File: config.mk
export PLATFORM = sky130hd
export DESIGN_NAME = sbc_slab
export DESIGN_NICKNAME = d
export VERILOG_FILES = /design/src/design/sbc_pkg.sv /design/src/design/sbc_slab.sv
export SDC_FILE = /design/constraint.sdc
export NUM_CORES = 2
export LEC_CHECK = 0
export BUFFER_PORTS_ARGS = -buffer_cell sky130_fd_sc_hd__buf_4
export CAP_MARGIN = 20
export CELL_PAD_IN_SITES_DETAIL_PLACEMENT = 1
export CELL_PAD_IN_SITES_GLOBAL_PLACEMENT = 2
export CORE_AREA = 5 5 532 534
export DETAILED_ROUTE_END_ITERATION = 6
export DIE_AREA = 0 0 537 539
export PLACE_DENSITY = 0.56
export SLEW_MARGIN = 0
export SYNTH_ARGS = -nofsm -noshare
export SYNTH_HDL_FRONTEND = slang
export SYNTH_SLANG_ARGS = --single-unit
File: constraint.sdc
create_clock -name clk -period 21.1 [get_ports clk]
set_input_delay 3.165 -clock clk [delete_from_list [all_inputs] [get_ports clk]]
set_output_delay 3.165 -clock clk [all_outputs]
set_load 0.01 [all_outputs]
File: src/design/sbc_pkg.sv
package sbc_pkg;

    localparam int CW  = 32;        // coordinate width, signed Q16.16
    localparam int MW  = CW - 1;    // margin width, unsigned
    localparam int TF  = 30;        // fraction bits of a slab parameter
    localparam int XW  = CW + 5;    // doubled distances and sums
    localparam int TW  = TF + 3;    // signed slab parameter, saturated to +-2
    localparam int NL  = 6;         // near and far lane for each axis
    localparam int NST = TF + 1;    // quotient bits, one per divider stage
    localparam int PW  = CW + TF + 2;
    localparam int PAW = 5;

    localparam logic [2:0] REG_MIN_X  = 3'd0;
    localparam logic [2:0] REG_MIN_Y  = 3'd1;
    localparam logic [2:0] REG_MIN_Z  = 3'd2;
    localparam logic [2:0] REG_MAX_X  = 3'd3;
    localparam logic [2:0] REG_MAX_Y  = 3'd4;
    localparam logic [2:0] REG_MAX_Z  = 3'd5;
    localparam logic [2:0] REG_MARGIN = 3'd6;

    typedef struct packed {
        logic signed [CW-1:0] seg_start_x;
        logic signed [CW-1:0] seg_start_y;
        logic signed [CW-1:0] seg_start_z;
        logic signed [CW-1:0] seg_end_x;
        logic signed [CW-1:0] seg_end_y;
        logic signed [CW-1:0] seg_end_z;
    } seg_in_t;

    typedef struct packed {
        logic                 hit;
        logic signed [CW-1:0] clip_start_x;
        logic signed [CW-1:0] clip_start_y;
        logic signed [CW-1:0] clip_start_z;
        logic signed [CW-1:0] clip_end_x;
        logic signed [CW-1:0] clip_end_y;
        logic signed [CW-1:0] clip_end_z;
    } seg_out_t;

    typedef struct packed {
        logic [2:0][CW-1:0] lo;
        logic [2:0][CW-1:0] hi;
        logic [MW-1:0]      margin;
    } box_cfg_t;

    typedef struct packed {
        logic [2:0][CW-1:0] s;
        logic [2:0][CW-1:0] e;
        logic [2:0][CW:0]   dmag;
        logic [2:0]         dz;
        logic [2:0]         dneg;
        logic               zrej;
    } side_t;

    typedef struct packed {
        logic          neg;
        logic          sat;
        logic [XW-1:0] d;
        logic [XW-1:0] r;
        logic [TF:0]   q;
    } lane_t;

    typedef struct packed {
        lane_t [NL-1:0] lane;
        side_t          side;
    } div_word_t;

    typedef struct packed {
        logic        hit;
        logic [TF:0] tn;
        logic [TF:0] tfc;
        side_t       side;
    } sel_t;

    // saturation test and integer quotient bit
    function automatic lane_t div_first(lane_t x);
        lane_t y;
        y = x;
        y.sat = {1'b0, x.r} >= {x.d, 1'b0};
        y.q = '0;
        if (x.r >= x.d)
        begin
            y.r = x.r - x.d;
            y.q[0] = 1'b1;
        end
        return y;
    endfunction

    // one restoring step, one fraction bit
    function automatic lane_t div_next(lane_t x);
        lane_t       y;
        logic [XW:0] rs;
        y = x;
        rs = {x.r, 1'b0};
        y.q = {x.q[TF-1:0], 1'b0};
        if (rs >= {1'b0, x.d})
        begin
            rs = rs - {1'b0, x.d};
            y.q[0] = 1'b1;
        end
        y.r = rs[XW-1:0];
        return y;
    endfunction

    function automatic logic signed [TW-1:0] lane_t_value(lane_t x);
        logic [TW-1:0] m;
        m = x.sat ? (TW'(2) << TF) : TW'(x.q);
        return x.neg ? $signed(-m) : $signed(m);
    endfunction

endpackage

File: src/design/sbc_slab.sv
module sbc_slab (
    input  logic              clk,
    input  logic              rst_n,
    input  sbc_pkg::box_cfg_t cfg,
    input  logic              in_valid,
    output logic              in_ready,
    input  sbc_pkg::seg_in_t  in_word,
    output logic              out_valid,
    input  logic              out_ready,
    output sbc_pkg::div_word_t out_word
);
    import sbc_pkg::*;

    logic      vld_reg;
    div_word_t word_reg;
    div_word_t word_next;
    logic [2:0][CW-1:0] s_in;
    logic [2:0][CW-1:0] e_in;
    logic signed [XW-1:0] lo [3];
    logic signed [XW-1:0] hi [3];
    logic signed [XW-1:0] sv [3];
    logic signed [XW-1:0] d [3];
    logic signed [XW-1:0] ext2 [3];
    logic signed [XW-1:0] toc2 [3];
    logic signed [XW-1:0] sx [3];
    logic signed [XW-1:0] den [3];
    logic signed [XW-1:0] num [NL];
    logic signed [XW-1:0] dabs [3];

    assign s_in = {in_word.seg_start_z, in_word.seg_start_y, in_word.seg_start_x};
    assign e_in = {in_word.seg_end_z, in_word.seg_end_y, in_word.seg_end_x};

    always_comb
    begin
        word_next = '0;
        for (int ax = 0; ax < 3; ax++)
        begin
            lo[ax]   = XW'($signed(cfg.lo[ax]));
            hi[ax]   = XW'($signed(cfg.hi[ax]));
            sv[ax]   = XW'($signed(s_in[ax]));
            d[ax]    = XW'($signed(e_in[ax])) - sv[ax];
            ext2[ax] = hi[ax] - lo[ax] - $signed(XW'({cfg.margin, 1'b0}));
            toc2[ax] = lo[ax] + hi[ax] - (sv[ax] <<< 1);
            sx[ax]   = (d[ax] > 0) ? ext2[ax] : -ext2[ax];
            den[ax]  = d[ax] <<< 1;
            num[2*ax]   = toc2[ax] - sx[ax];
            num[2*ax+1] = toc2[ax] + sx[ax];
            dabs[ax] = d[ax][XW-1] ? -d[ax] : d[ax];
            word_next.side.s[ax]    = s_in[ax];
            word_next.side.e[ax]    = e_in[ax];
            word_next.side.dz[ax]   = (d[ax] == 0);
            word_next.side.dneg[ax] = d[ax][XW-1];
            word_next.side.dmag[ax] = dabs[ax][CW:0];
            if (d[ax] == 0 && ((num[2*ax] > 0) == (num[2*ax+1] > 0)))
            begin
                word_next.side.zrej = 1'b1;
            end
        end
        for (int l = 0; l < NL; l++)
        begin
            word_next.lane[l].neg = num[l][XW-1] ^ den[l/2][XW-1];
            word_next.lane[l].r   = num[l][XW-1] ? XW'(-num[l]) : XW'(num[l]);
            word_next.lane[l].d   = den[l/2][XW-1] ? XW'(-den[l/2]) : XW'(den[l/2]);
        end
    end

    assign in_ready = !vld_reg || out_ready;

    always_ff @(posedge clk or negedge rst_n)
    begin
        if (!rst_n)
        begin
            vld_reg <= 1'b0;
        end
        else if (in_ready)
        begin
            vld_reg <= in_valid;
        end
    end

    always_ff @(posedge clk)
    begin
        if (in_ready && in_valid)
        begin
            word_reg <= word_next;
        end
    end

    assign out_valid = vld_reg;
    assign out_word  = word_reg;

endmodule

==> impl_metrics.ini <==
[synth]
postSynthCellCount = 7122
yosysSeqAreaShare_pct = 25.9
synth_top_family_by_area = compound AO/OA/AOI/OAI gates
yosysMostFrequentCell = inv_1
async_flop_share_pct = 0.188
synthTopCellsByArea = edfxtp_1, ha_1, xnor2_1
yosys.area_share.simple_pct = 15.2
yosysTopAreaCell = edfxtp_1
ys_types = 97
synthMuxAreaShare_pct = 0.437
synth_top_area_share_pct = 25.8
synth_commonest_cells = inv_1, xnor2_1, ha_1, nor2_1, edfxtp_1
yosys_warnings = 0
synth-main-ff-cell = edfxtp_1
mappedNetlistArea_sq_um = 61900
synth_seq_cells = 533
synth_xor_area_share_pct = 12.0
avgSynthCellArea_sq_um = 8.69
synthAdderAreaFrac_pct = 17.4
synth_edf_count = 532
synth_compound_area_share_pct = 18.0

[route]
vias = 56000
ant_nets = 0
drt-total-wl_um = 324000
drtIter0Drc = 3018
firstDrtPassIters = 6
drc = 0
wire_per_inst_um = 27.3
viasPerCell = 4.73

[cells_and_area]
multi_input_area_sq_um = 39800
regArea_sq_um = 16000
fin_cells = 11800
syn_to_final_growth_pct = 21.7
nFillCells = 32700
fin_nets = 9198
drive_gt1_share_pct = 17.9

[setup_path]
critPathLaunch = in_word[32]
regToRegSetupSlack_ns = 17.15
crit_type = input pin to register
max_stage_delay_ns = 0.95
endpoint_kind = register
crit_path_start_kind = input pin
critPathRequiredTime_ns = 21.54
worst-path-max-fanout = 37
cp_common_cell = buf_4
cp_slowest_cell = clkinv_1
setup.worst_path.end = out_word[0]$_SDFFCE_PP1P_
reg2reg_depth = 5
r2r-end = out_word[119]$_DFFE_PP_
critical_path_arrival_ns = 15.33
rr_startpoint = out_valid$_DFFE_PN0N_

[pwr]
clkPwrFrac_pct = 9.1
seqPwrFrac_pct = 15.4
power.internal_mw = 6.85
power.density_nw_per_um2 = 192
cellLeakagePower_nw = 33.0
pwr-share-comb_pct = 75.5
swShare_pct = 52.5
ir_drop_mv = 0.111
switchingPower_mw = 7.59

[global_route]
antenna_found_initial = 68
grt_start_max_net_pins = 127
grt_pass1_vias = 58100
track_usage_pct = 21.4
grt_first_pass_wirelength_um = 444000
grt_overflow = 0

[sta]
min_period_ns = 14.89
skew_ns = 0.0303
period_share_pct = 70.5
fmax_ghz = 0.0672
slew_viol_final = 0
relSlewSlack_pct = 21.9
rsz0062_at_grt = false
tightestPinTransition_ns = 1.17
hold_viol = 0
holdWs_ns = 0.553
setup_violations = 0
finalSetupTns_ns = 0

[die]
dieHeight_um = 539
ios = 1361
die_x_um = 537
initial_utilization_pct = 22.3
dieArea_sq_um = 289000
core_area_sq_um = 278000
rows = 194

[place]
place.gp.congestion = 0.871
port_buffers = 1162
placed_cells = 11700
dp_hpwl_um = 280000

[clocking]
clock_latency_ns = 0.72
htreeDepth = 3
cts_inserted_buffers = 74
post-cts-setup-buffers = 0
cts_hold_repair.buffers = 0
post_cts_resized = 0
cts.sinks = 533
tritoncts = done
clock_path_buffers = 3
cts-root-buf = clkbuf_16
clk_pin_slew_ns = 0.06

[worst_hold_path]
worstHoldPathType = register to register

[flow_run]
cap_viol_max_count = 0

[run_status]
run_status = finished, final reports clean
[routing by layer]
metal	part of all wire [%]	vias up	global-route usage, %
li1	-	26200	-
met1	45	28000	28.7
met2	46	1547	35.5
met3	5.4	272	3.30
met4	3.4	16	6.29
met5	0.031	-	0
[layout make-up]
class,count,share of cell area [%]
multi-input combinational,5374,52.9
antenna,21,0.0698
inverter,837,4.17
sequential,533,21.2
clock buffer,88,2.61
clock inverter,45,0.578
timing repair buffer,1220,12.2
tap,3724,6.19
[registers in the layout (all words and copies together), names as in the netlist]
signal / cells
out_word: 532
out_valid: 1
[cells in the final DEF (no fill, tap or decap), types with 106 or more instances in the layout]
cell / n
xor2_1: 242
a31oi_1: 106
fa_1: 199
edfxtp_1: 532
a21o_1: 171
nor2_1: 533
ha_1: 540
buf_4: 1215
inv_1: 831
conb_1: 207
o21ai_0: 291
nor3_1: 177
xnor2_1: 588
nand2_1: 335
a21oi_1: 494
nand3_1: 134
[cell families after synthesis]
logic type / count (synthesis)
other cells: 1
buf+inv: 1421
compound gates: 1694
xor+xnor: 841
fa+ha+maj: 739
simple gates: 1867
mux: 26
flops: 533
[worst min path at each step]
stage	from	end	slack [ns]	cells after the start
CTS	out_valid$_DFFE_PN0N_	out_valid$_DFFE_PN0N_	0.56	2
floorplan	out_valid$_DFFE_PN0N_	out_valid$_DFFE_PN0N_	0.62	2
global placement	out_valid$_DFFE_PN0N_	out_valid$_DFFE_PN0N_	0.53	2
global route	out_valid$_DFFE_PN0N_	out_valid$_DFFE_PN0N_	0.62	2
finish	out_valid$_DFFE_PN0N_	out_valid$_DFFE_PN0N_	0.55	2
detailed placement	out_valid$_DFFE_PN0N_	out_valid$_DFFE_PN0N_	0.55	2
[stage by stage]
stage	cell area, sq um	setup WS (ns)	power (mW)	util [%]
final	75300	6.21	14.4	27.1
after global routing	75300	5.43	15.6	27.1
after global placement	72800	5.70	13.1	26.2
after floorplan	62600	4.72	9.57	-
after detailed placement	72800	5.53	13.1	26.2
after CTS	75200	6.27	14.5	27.1
[power by group through the flow]
stage | registers, mW | clock network (mW) | logic (mW)
detailed placement | 2.24 | 0 | 10.9
global route | 2.25 | 1.40 | 11.9
global placement | 2.25 | 0 | 10.8
CTS | 2.23 | 1.37 | 10.9
finish | 2.22 | 1.31 | 10.9
floorplan | 2.29 | 0 | 7.28
[critical path, delay by kind of cell]
kind	cells	cell delay, ns
and+or+nand+nor	7	1.92
buffers and inverters	7	2.06
AOI/OAI and AO/OA	18	5.56
xor gates and xnor gates	3	0.78
adders and majority gates	4	1.71
Note: power is estimated with default switching activity, not from simulation.
