<file path="src/design/sbc_pkg.sv">
package sbc_pkg;

    localparam int CW  = 32;        // coordinate width, signed Q16.16
    localparam int MW  = CW - 1;    // margin width, unsigned
    localparam int TF  = 30;        // fraction bits of a slab parameter
    localparam int XW  = CW + 5;    // doubled distances and sums
    localparam int TW  = TF + 3;    // signed slab parameter, saturated to +-2
    localparam int NL  = 6;         // near and far lane for each axis
    localparam int NST = TF + 1;    // quotient bits, one per divider stage
    localparam int PW  = CW + TF + 2;
    localparam int PAW = 5;

    localparam logic [2:0] REG_MIN_X  = 3'd0;
    localparam logic [2:0] REG_MIN_Y  = 3'd1;
    localparam logic [2:0] REG_MIN_Z  = 3'd2;
    localparam logic [2:0] REG_MAX_X  = 3'd3;
    localparam logic [2:0] REG_MAX_Y  = 3'd4;
    localparam logic [2:0] REG_MAX_Z  = 3'd5;
    localparam logic [2:0] REG_MARGIN = 3'd6;

    typedef struct packed {
        logic signed [CW-1:0] seg_start_x;
        logic signed [CW-1:0] seg_start_y;
        logic signed [CW-1:0] seg_start_z;
        logic signed [CW-1:0] seg_end_x;
        logic signed [CW-1:0] seg_end_y;
        logic signed [CW-1:0] seg_end_z;
    } seg_in_t;

    typedef struct packed {
        logic                 hit;
        logic signed [CW-1:0] clip_start_x;
        logic signed [CW-1:0] clip_start_y;
        logic signed [CW-1:0] clip_start_z;
        logic signed [CW-1:0] clip_end_x;
        logic signed [CW-1:0] clip_end_y;
        logic signed [CW-1:0] clip_end_z;
    } seg_out_t;

    typedef struct packed {
        logic [2:0][CW-1:0] lo;
        logic [2:0][CW-1:0] hi;
        logic [MW-1:0]      margin;
    } box_cfg_t;

    typedef struct packed {
        logic [2:0][CW-1:0] s;
        logic [2:0][CW-1:0] e;
        logic [2:0][CW:0]   dmag;
        logic [2:0]         dz;
        logic [2:0]         dneg;
        logic               zrej;
    } side_t;

    typedef struct packed {
        logic          neg;
        logic          sat;
        logic [XW-1:0] d;
        logic [XW-1:0] r;
        logic [TF:0]   q;
    } lane_t;

    typedef struct packed {
        lane_t [NL-1:0] lane;
        side_t          side;
    } div_word_t;

    typedef struct packed {
        logic        hit;
        logic [TF:0] tn;
        logic [TF:0] tfc;
        side_t       side;
    } sel_t;

    // saturation test and integer quotient bit
    function automatic lane_t div_first(lane_t x);
        lane_t y;
        y = x;
        y.sat = {1'b0, x.r} >= {x.d, 1'b0};
        y.q = '0;
        if (x.r >= x.d)
        begin
            y.r = x.r - x.d;
            y.q[0] = 1'b1;
        end
        return y;
    endfunction

    // one restoring step, one fraction bit
    function automatic lane_t div_next(lane_t x);
        lane_t       y;
        logic [XW:0] rs;
        y = x;
        rs = {x.r, 1'b0};
        y.q = {x.q[TF-1:0], 1'b0};
        if (rs >= {1'b0, x.d})
        begin
            rs = rs - {1'b0, x.d};
            y.q[0] = 1'b1;
        end
        y.r = rs[XW-1:0];
        return y;
    endfunction

    function automatic logic signed [TW-1:0] lane_t_value(lane_t x);
        logic [TW-1:0] m;
        m = x.sat ? (TW'(2) << TF) : TW'(x.q);
        return x.neg ? $signed(-m) : $signed(m);
    endfunction

endpackage

</file>
<file path="src/design/sbc_select.sv">
module sbc_select (
    input  logic               clk,
    input  logic               rst_n,
    input  logic               in_valid,
    output logic               in_ready,
    input  sbc_pkg::div_word_t in_word,
    output logic               out_valid,
    input  logic               out_ready,
    output sbc_pkg::sel_t      out_word
);
    import sbc_pkg::*;

    logic  vld_reg;
    sel_t  word_reg;
    sel_t  word_next;
    logic signed [TW-1:0] t_near;
    logic signed [TW-1:0] t_far;
    logic signed [TW-1:0] t_one;
    logic signed [TW-1:0] tn [3];
    logic signed [TW-1:0] tf [3];
    logic signed [TW-1:0] tfc;

    assign t_one = $signed(TW'(1) << TF);

    // running max of entry, min of exit over constraining axes
    always_comb
    begin
        t_near = '0;
        t_far  = t_one;
        for (int ax = 0; ax < 3; ax++)
        begin
            tn[ax] = lane_t_value(in_word.lane[2*ax]);
            tf[ax] = lane_t_value(in_word.lane[2*ax+1]);
            if (!in_word.side.dz[ax])
            begin
                if (tn[ax] > t_near)
                begin
                    t_near = tn[ax];
                end
                if (tf[ax] < t_far)
                begin
                    t_far = tf[ax];
                end
            end
        end
        tfc = t_one - t_far;
        word_next.hit  = !in_word.side.zrej && (t_far > t_near);
        word_next.tn   = t_near[TF:0];
        word_next.tfc  = tfc[TF:0];
        word_next.side = in_word.side;
    end

    assign in_ready = !vld_reg || out_ready;

    always_ff @(posedge clk or negedge rst_n)
    begin
        if (!rst_n)
        begin
            vld_reg <= 1'b0;
        end
        else if (in_ready)
        begin
            vld_reg <= in_valid;
        end
    end

    always_ff @(posedge clk)
    begin
        if (in_ready && in_valid)
        begin
            word_reg <= word_next;
        end
    end

    assign out_valid = vld_reg;
    assign out_word  = word_reg;

endmodule

</file>
<file path="config.mk">
export PLATFORM = sky130hd
export DESIGN_NAME = sbc_select
export DESIGN_NICKNAME = d
export VERILOG_FILES = /design/src/design/sbc_pkg.sv /design/src/design/sbc_select.sv
export SDC_FILE = /design/constraint.sdc
export NUM_CORES = 1
export LEC_CHECK = 0
export BUFFER_PORTS_ARGS = -buffer_cell sky130_fd_sc_hd__buf_2
export CAP_MARGIN = 20
export CORE_AREA = 4 4 506 508
export CTS_BUF_LIST = sky130_fd_sc_hd__clkbuf_4 sky130_fd_sc_hd__clkbuf_8
export CTS_CLUSTER_DIAMETER = 200
export DETAILED_ROUTE_END_ITERATION = 8
export DIE_AREA = 0 0 510 512
export PLACE_DENSITY = 0.3
export SYNTH_ARGS = -nofsm -noshare
export SYNTH_HDL_FRONTEND = slang
export SYNTH_SLANG_ARGS = --single-unit
</file>
<file path="constraint.sdc">
create_clock -name clk -period 11.4 [get_ports clk]
set_input_delay 2.28 -clock clk [delete_from_list [all_inputs] [get_ports clk]]
set_output_delay 2.28 -clock clk [all_outputs]
set_load 0.05 [all_outputs]
</file>
==> results.md, run 1 <==
* Status: finished, violations left
* Violations in the final reports: negative setup slack
* Detailed router's first-iteration violation count at 1,550
* Most common cell on crit path: buf_4
* # hold bufs at CTS at 0
* Ys async rst share at 0.276%
* CTS sink count at 362
* CTS tree: done
* IO buf count at 862
* Total length of routed wires at 209,000 µm
* Fmax achieved at 0.0840 GHz
* Initial antenna violation count at 151
* Gpl congestion at 0.839
* Post-route ant nets at 0
* Drt pass-1 iters at 5
* Multi-input combinational cell area at 13,200 µm²
* Fin. max-slew vios at 0
* Final min period at 11.91 ns
* Critical Path Sink: out_word[360]
* Post-route setup slack at -0.511 ns
* CTS Buf Count at 79
* Hold slack at 0.672 ns
* CP Class: input port to register
* Reg-to-reg critical path startpoint: out_valid
* Most frequent cells in the layout: buf_2 (862), buf_4 (686), edfxtp_1 (361)
* RSZ-0062 raised after global routing: true
* Area grow syn2layout at 65.8%
* Site Rows at 184
* Worst clock skew at 0.0470 ns
* Yosys cell types at 80
* Via count at 26,500
* Total power draw at 0.00537 W
* Slowest stage delay, CP at 0.46 ns
* Worst Path Required at 11.89 ns
* Gr ovfl total at 0
* Post-synth EDFFs at 361
* Core footprint at 251,000 µm²
* Post-DP HPWL at 185,000 µm
* Syn Area/Cell at 10.1 µm²
* # DRC at 0
* Critical Path Fanout Max at 10
* Height of the die at 512 µm
* Critical R2R Capture: out_word[319]
* Die area at 261,000 µm²
* Commonest non-fill, non-tap cell in the layout: buf_2
* First-pass GRT wire length at 264,000 µm
* Fin Setup TNS at -0.511 ns
* Cell Pwr Density at 134 nW/µm²
* Synthesis Warnings at 0
* Main synth FF type: edfxtp_1
* Vias in the first global route at 26,600
* Non-filler cells, final at 7,412
* Startpoint types: input port
* Peak VDD IR at 63.3 µV
* Die X at 510 µm
* Num ports at 1,307
* Inst Count DP at 7,197
* Buf+Inv Stages, Crit Path at 12
* Reg-to-reg slack, setup at 8.42 ns
* Worst-Skew Late Latency at 0.79 ns
* Clock transition at path regs at 0.06 ns
* Largest net degree at the start of global routing at 141
* Crit path DAT at 12.40 ns
* Clock Root Buffer: clkbuf_8
* Worst slew pin tran at 1.03 ns
* R2R depth at 4
* Hold WC Path Type: register to register
* Leak pwr at 16.7 nW
* Critical path origin: in_word[300]
* Seq/Total Area, Yosys at 44.8%
* Vias per std cell at 3.57
* Final Hold Violating Endpoints at 0
* Final setup vio count at 1
* Syn Inst Count at 2,405
* Slew Limit Headroom at 31.0%
* Routed WL per cell at 28.3 µm
* Levels on crit path at 56
* Fill cell count at 28,500
* Max-cap violation count at 0
* Crit path max-delay family: compound AO/OA/AOI/OAI gates
* GR Util All Layers at 15.4%
* Fin crit share at 104%
* Starting Density at 9.65%
* H-tree depth at 3
* Synth Net Count at 3,519
* Synthesized area at 24,200 µm²
* Crit end category: register
* Fraction of layout cells with a size suffix above 1 at 46.2%
* CP max-delay cell: or4_4
* CTS Buffer Depth at 3
* Register area at 10,900 µm²
* Yosys reg bits at 362
* Post-layout nets at 5,067
## worst min-delay path: stages (launching register included)
cell and delay (ns):
dfrtp_1 0.41, nand2b_1 0.12, nand2b_1 0.10
## worst min-delay path by stage
stage	end	startpoint	depth (start not counted)	slack, ns
final	out_valid	out_valid	2	0.67
after CTS	out_valid	out_valid	2	0.70
after detailed placement	out_valid	out_valid	2	0.68
after global routing	out_valid	out_valid	2	0.71
after floorplan	out_valid	out_valid	2	1.17
after global placement	out_valid	out_valid	2	0.68
## stage by stage
step           util, %  cell area (µm²)  worst slack [ns]
3_5_place_dp      15.1            37800             -2.33
6_report          16.0            40200            -0.511
2_1_floorplan        -            24500            -0.556
5_1_grt           16.0            40100            -0.876
3_3_place_gp      15.1            37800             -2.45
4_1_cts           15.8            39800            -0.707
## per-layer routing
| metal | track usage [%] | up-vias | part of all wire (%) |
|---|---|---|---|
| li1 | - | 12300 | - |
| met1 | 15.1 | 12800 | 34 |
| met2 | 30.2 | 1020 | 54 |
| met3 | 4.87 | 286 | 8.0 |
| met4 | 4.47 | 68 | 3.2 |
| met5 | 0 | - | 0.21 |
## cell usage after synthesis (all sizes together), types with 51 or more instances
library cell  number  area share, %
a21oi            149            3.1
clkbuf            77            1.2
o21ai            124            2.6
nand2            180            2.8
ha               170            8.8
nand3             51            1.1
o31ai             56            1.7
inv              114            1.8
xnor2             59            2.1
nor2b             57            1.5
mux2i             73            3.0
xor2              66            2.4
edfxtp           361             45
nor2             202            3.1
a21o              55            1.7
## area by class of cell
| cell class | count | share of cell area, % |
|---|---|---|
| timing repair buffer | 1569 | 24.4 |
| sequential | 362 | 27.0 |
| clock buffer | 97 | 3.04 |
| tap | 3348 | 10.4 |
| antenna | 47 | 0.293 |
| inverter | 115 | 1.10 |
| multi-input combinational | 1826 | 32.8 |
| clock inverter | 48 | 0.981 |
## state kept, by name, indices dropped and copies added (netlist names)
name,flops
out_valid,1
out_word,361
## what timing repair did
item / in CTS / in global routing
pin swaps: 23 / 28
setup buffers: 8 / 15
gates resized for setup: 52 / 36
gates cloned: 0 / 1
endpoints found under the setup margin: 1 / 10
## logic make-up after synthesis
group	synth area share, %
multiplexers	4.59
flip-flops	44.8
adder cells (fa/ha/maj)	8.77
other	0.0155
AO/OA/AOI/OAI	16.9
AND/OR/NAND/NOR	17.0
buffers and inverters	3.43
XOR/XNOR	4.52
## power breakdown
group / switching, W / internal, W / total [W]
registers: 0.0000579 / 0.00160 / 0.00166
clock network: 0.000737 / 0.000830 / 0.00157
logic: 0.00135 / 0.000798 / 0.00214
(Power assumes the default switching activity.)
==> inputs of run 2 (changes only) <==
- PLACE_DENSITY: 0.3 -> default
==> run 2 against run 1 <==
The run still ends with negative setup slack left. Core utilization fell by 0.091 points. Hold slack lost 0.12 ns. Routed wire length rose by 3.4%. Worst setup slack better by 0.16 ns. Non-clock buffer count decreased by 39. Sequential share of layout area up 0.15 points. Sequential power about the same. Critical path type unchanged. Largest cell class unchanged. Highest routed layer unchanged.
==> results.md, run 2 (synthesis results as in run 1) <==
* Status: finished, violations left
* Violations in the final reports: negative setup slack
* Fmax achieved at 0.0851 GHz
* Core footprint at 251,000 µm²
* Critical R2R Capture: out_word[121]
* Peak VDD IR at 72.8 µV
* Initial antenna violation count at 173
* CP max-delay cell: or4_4
* Final min period at 11.75 ns
* First-pass GRT wire length at 267,000 µm
* CP Class: input port to register
* Crit end category: register
* Critical Path Fanout Max at 11
* Post-DP HPWL at 192,000 µm
* Gr ovfl total at 0
* Post-layout nets at 5,023
* Starting Density at 9.65%
* Hold path depth at 2
* Detailed router's first-iteration violation count at 1,834
* H-tree depth at 3
* Layout Utilization at 15.9%
* Multi-input combinational cell area at 13,100 µm²
* Fin crit share at 103%
* Worst clock skew at 0.0578 ns
* Startpoint types: input port
* CTS tree: done
* Clock Root Buffer: clkbuf_8
* CTS Buf Count at 74
* CTS Buffer Depth at 3
* Vias per std cell at 3.64
* Sw frac at 38.9%
* Drt pass-1 iters at 6
* Fraction of layout cells with a size suffix above 1 at 45.4%
* Hold WC Path Type: register to register
* Max-cap violation count at 0
* Site Rows at 184
* Vias in the first global route at 26,200
* Final Hold Violating Endpoints at 0
* Fill cell count at 28,400
* Height of the die at 512 µm
* R2R depth at 4
* Die area at 261,000 µm²
* Reg power frac at 29.9%
* Post-route setup slack at -0.346 ns
* Via count at 26,900
* Reg-to-reg slack, setup at 8.40 ns
* Die X at 510 µm
* Num ports at 1,307
* Most frequent cells in the layout: buf_2 (862), buf_4 (652), edfxtp_1 (361)
* Int Power at 0.00336 W
* Most common cell on crit path: buf_4
* Fin. max-slew vios at 0
* Clock transition at path regs at 0.06 ns
* Reg-to-reg critical path startpoint: out_valid
* Comb pwr share at 39.7%
* Final setup vio count at 1
* Leak pwr at 16.5 nW
* RSZ-0062 raised after global routing: true
* Critical Path Sink: out_word[360]
* Max FFs per register at 361
* IO buf count at 862
* Area grow syn2layout at 64.8%
* Post-route ant nets at 0
* Register area at 10,900 µm²
* Clk pwr share at 30.3%
* Commonest non-fill, non-tap cell in the layout: buf_2
* NetSw at 0.00214 W
* CTS sink count at 362
* Cell Pwr Density at 138 nW/µm²
* GR Util All Layers at 15.8%
* Worst slew pin tran at 0.962 ns
* Crit path DAT at 12.27 ns
* Slew Limit Headroom at 35.9%
* Total length of routed wires at 217,000 µm
* Worst Path Required at 11.92 ns
* Slowest stage delay, CP at 0.47 ns
* # DRC at 0
* Gpl congestion at 0.923
* Worst-Skew Late Latency at 0.78 ns
* Critical path origin: in_word[300]
* Largest net degree at the start of global routing at 136
* Routed WL per cell at 29.3 µm
* # hold bufs at CTS at 0
* Hold slack at 0.553 ns
-- run 2: cell count changes in the layout (fill, tap and decap cells not counted), sizes merged --
cell / delta
buf: -39
bufinv: +7
clkbuf: -5
clkinv: -12
clkinvlp: +3
diode: +26
inv: -2
-- run 2: metal layers --
metal	GRT usage (%)	part of all wire, %	vias up
li1	-	-	12200
met1	15.3	33	12900
met2	29.9	52	1281
met3	5.16	8.8	379
met4	7.51	5.4	48
met5	0	0.15	-
-- run 2: metrics by stage --
stage               setup TNS (ns)  power, W  setup WS [ns]  cell area (µm²)  instances
finish                      -0.346   0.00551         -0.346            40000       7390
global route                -0.673   0.00578         -0.662            39900       7360
CTS                         -0.309   0.00559         -0.309            39500       7307
detailed placement           -9.06   0.00382          -1.80            37500       7154
global placement             -8.14   0.00382          -1.96            37500       7154
floorplan                   -0.556   0.00269         -0.556            24500       2405
-- run 2: how the worst min path moves through the flow --
stage | slack (ns) | from | endpoint
after detailed placement | 0.54 | out_valid | out_valid
after CTS | 0.56 | out_valid | out_valid
after global routing | 0.58 | out_valid | out_valid
final | 0.55 | out_valid | out_valid
after floorplan | 1.17 | out_valid | out_valid
after global placement | 0.52 | out_valid | out_valid
-- run 2: what timing repair did --
action,4_1_cts,5_1_grt
buffers inserted,18,9
pin swaps,17,15
gates resized for setup,27,43
endpoints found under the setup margin,6,8
cloned,0,1
-- run 2: power groups by stage --
stage	combinational, W	clock (W)	sequential [W]
finish	0.00219	0.00167	0.00165
global route	0.00233	0.00180	0.00166
CTS	0.00218	0.00177	0.00165
detailed placement	0.00214	0	0.00168
global placement	0.00215	0	0.00168
floorplan	0.000711	0	0.00198
-- run 2: layout make-up --
class	count	share of cell area (%)
Multi-Input combinational cell	1826	32.7
Sequential cell	362	27.2
Timing Repair Buffer	1530	23.8
Tap cell	3348	10.5
Clock buffer	92	2.93
Clock inverter	44	1.33
Inverter	115	1.11
Antenna cell	73	0.457
-- run 2: worst max-delay path, delay by kind of cell --
kind | cells | cell delay, ns
simple gates | 18 | 3.85
buf+inv | 21 | 2.64
mux | 2 | 0.36
fa+ha+maj | 3 | 0.75
compound gates | 12 | 2.37
==> inputs of run 3 (changes only) <==
- ABC_AREA: default -> 1
- CORE_AREA: 4 4 506 508 -> 4 4 508 510
- DIE_AREA: 0 0 510 512 -> 0 0 512 514
==> run 3 against run 2 <==
The flow now finishes without violations. Hold slack improved by 0.052 ns. Critical path depth increased by 11. Register-to-register slack improved by 0.34 ns. Power decreased by 9.2%. Die area increased by 0.78%. Synthesized cell count increased by 9.4%. Final cell count decreased by 1.7%. Worst setup slack improved by 0.72 ns. Clock power decreased by 22%. Via count decreased by 12%.
==> results.md, run 3 <==
* GR Util All Layers at 11.5%
* Fill cell count at 29,100
* Seq/Total Area, Yosys at 47.1%
* Crit end category: register
* Final setup vio count at 0
* Buf+Inv Stages, Crit Path at 10
* Area share of the leading cell type in the synthesized netlist at 47.0%
* Status: finished clean
* Post-Synth Simple-Gate Area at 23.5%
* Largest net degree at the start of global routing at 154
* Worst slew pin tran at 0.969 ns
* Post-synthesis xor/xnor area fraction at 6.38%
* Slew Limit Headroom at 35.4%
* CTS sink count at 362
* Most common cell on crit path: nand2_1
* Clock transition at path regs at 0.06 ns
* CTS tree: done
* First-pass GRT wire length at 201,000 µm
* # hold bufs at CTS at 0
* Site Rows at 185
* Final Hold Violating Endpoints at 0
* Die area at 263,000 µm²
* Via count at 23,700
* Crit path DAT at 11.48 ns
* Post-route ant nets at 0
* Yosys cell types at 51
* Gr ovfl total at 0
* Gpl congestion at 0.884
* DP Area at 33,700 µm²
* Height of the die at 514 µm
* Vias in the first global route at 22,300
* Top cells by area, synth: edfxtp_1 (47%), nand2_1 (12%), ha_1 (9.2%)
* Synth Net Count at 3,746
* Total power draw at 0.00500 W
* Most frequent cells in the layout: buf_2 (862), nand2_1 (723), edfxtp_1 (361)
* R2R depth at 3
* Initial antenna violation count at 168
* Finished Cell Area at 36,000 µm²
* Critical Path Fanout Max at 29
* Startpoint types: input port
* Post-layout nets at 4,930
* Worst-Skew Late Latency at 0.71 ns
* Routed WL per cell at 22.0 µm
* Hold path depth at 2
* Num ports at 1,307
* Reg-to-reg slack, setup at 8.74 ns
* Synthesis Warnings at 0
* Vias per std cell at 3.26
* Max-cap violation count at 0
* Final min period at 11.02 ns
* Worst clock skew at 0.0442 ns
* Crit path max-delay family: compound AO/OA/AOI/OAI gates
* Total length of routed wires at 160,000 µm
* Drt pass-1 iters at 5
* Largest family of logic cells by synthesized area: simple AND/OR/NAND/NOR gates
* Worst Path Required at 11.85 ns
* CP Class: input port to register
* Layout Utilization at 14.2%
* Slowest stage delay, CP at 0.52 ns
* Post-synth EDFFs at 361
* Commonest cells in the netlist: nand2_1 (748), edfxtp_1 (361), inv_1 (252)
* # DRC at 0
* Peak VDD IR at 61.5 µV
* Cell Pwr Density at 139 nW/µm²
* H-tree depth at 3
* Hold WC Path Type: register to register
* Syn Area/Cell at 8.76 µm²
* Ys async rst share at 0.276%
* Adder-cell share of the synthesized area at 9.23%
* RSZ-0062 raised after global routing: true
* Mux contribution to synthesized area at 0%
* Syn Inst Count at 2,632
* Non-filler cells, final at 7,265
* Register area at 10,900 µm²
* Die X at 512 µm
* CP max-delay cell: o21ai_0
* Synthesized area at 23,100 µm²
* Main synth FF type: edfxtp_1
* Inst Count DP at 7,088
* Levels on crit path at 67
* Hold slack at 0.604 ns
* Yosys reg bits at 362
* Compound-cell area share of the yosys netlist at 7.87%
* CTS Buffer Depth at 3
* Multi-input combinational cell area at 11,400 µm²
* Commonest non-fill, non-tap cell in the layout: buf_2
* Post-DP HPWL at 141,000 µm
* Fmax achieved at 0.0907 GHz
* Area leader, netlist: edfxtp_1
* Core footprint at 253,000 µm²
* CTS Buf Count at 68
* Starting Density at 9.10%
* Area grow syn2layout at 56.0%
* IO buf count at 862
* Clock Root Buffer: clkbuf_8
* Fin crit share at 96.7%
* Fin. max-slew vios at 0
* Fraction of layout cells with a size suffix above 1 at 37.7%
* Leak pwr at 15.8 nW
* Most frequent cell after synthesis: nand2_1
* Detailed router's first-iteration violation count at 1,262
* Max FFs per register at 361
[run 3: cell types whose count changed after synthesis, sizes merged, moves of 53 or more]
cell   change
inv      +145
nor2b     -56
mux2i     -73
o21ai     +71
a21oi     -64
xor2      +62
o31ai     -53
nand2    +584
[run 3: cell type report]
| cell class | count | area share (%) |
|---|---|---|
| clock inverter | 35 | 0.685 |
| sequential | 362 | 30.2 |
| antenna | 33 | 0.230 |
| multi-input combinational | 1928 | 31.8 |
| inverter | 264 | 2.80 |
| clock buffer | 85 | 2.96 |
| timing repair buffer | 1192 | 19.6 |
| tap | 3366 | 11.7 |
[run 3: metrics by stage]
step / TNS, ns / setup WS (ns)
2_1_floorplan: 0 / 0.552
3_3_place_gp: -1.25 / -1.25
3_5_place_dp: -1.23 / -1.23
4_1_cts: 0 / 0.00230
5_1_grt: -0.213 / -0.213
6_report: 0 / 0.376
[run 3: power breakdown]
part | leakage (nW) | switching, W | internal [W]
combinational | 11.7 | 0.00136 | 0.000710
clock | 0.682 | 0.000655 | 0.000650
sequential | 3.45 | 0.0000295 | 0.00159
[run 3: worst paths after layout]
path	endpoint	startpoint
min reg2reg	out_valid	out_valid
max in group asynchronous	out_valid	rst_n
min in group asynchronous	out_valid	rst_n
min	out_valid	out_valid
max reg2reg	out_word[171]	out_valid
max	out_word[360]	in_word[298]
[run 3: cell families after synthesis]
family / count (synthesis)
DFF: 362
other: 1
AOI/OAI and AO/OA: 334
xor gates and xnor gates: 168
buffers and inverters: 342
and+or+nand+nor: 1255
adders and majority gates: 170
[run 3: timing repair]
action	CTS	global route
gates resized for setup	9	158
pin swaps	0	53
hold endpoints to repair	0	0
gates cloned	0	1
endpoints found under the setup margin	1	1
setup buffers	0	23
[run 3: per-layer routing]
layer  routed length, µm  global-route usage (%)  vias up  part of all wire [%]
li1                    -                       -    11400                     -
met1               57200                    11.6    10900                    36
met2               81700                    21.4     1016                    51
met3               11700                    3.51      308                   7.3
met4                8640                    5.26       64                   5.4
met5                 436                       0        -                  0.27
[run 3: worst register-to-register path: stages (launching register included)]
cell and delay [ns]:
dfrtp_1 0.42, a21oi_4 0.19, buf_12 0.61, buf_4 1.01
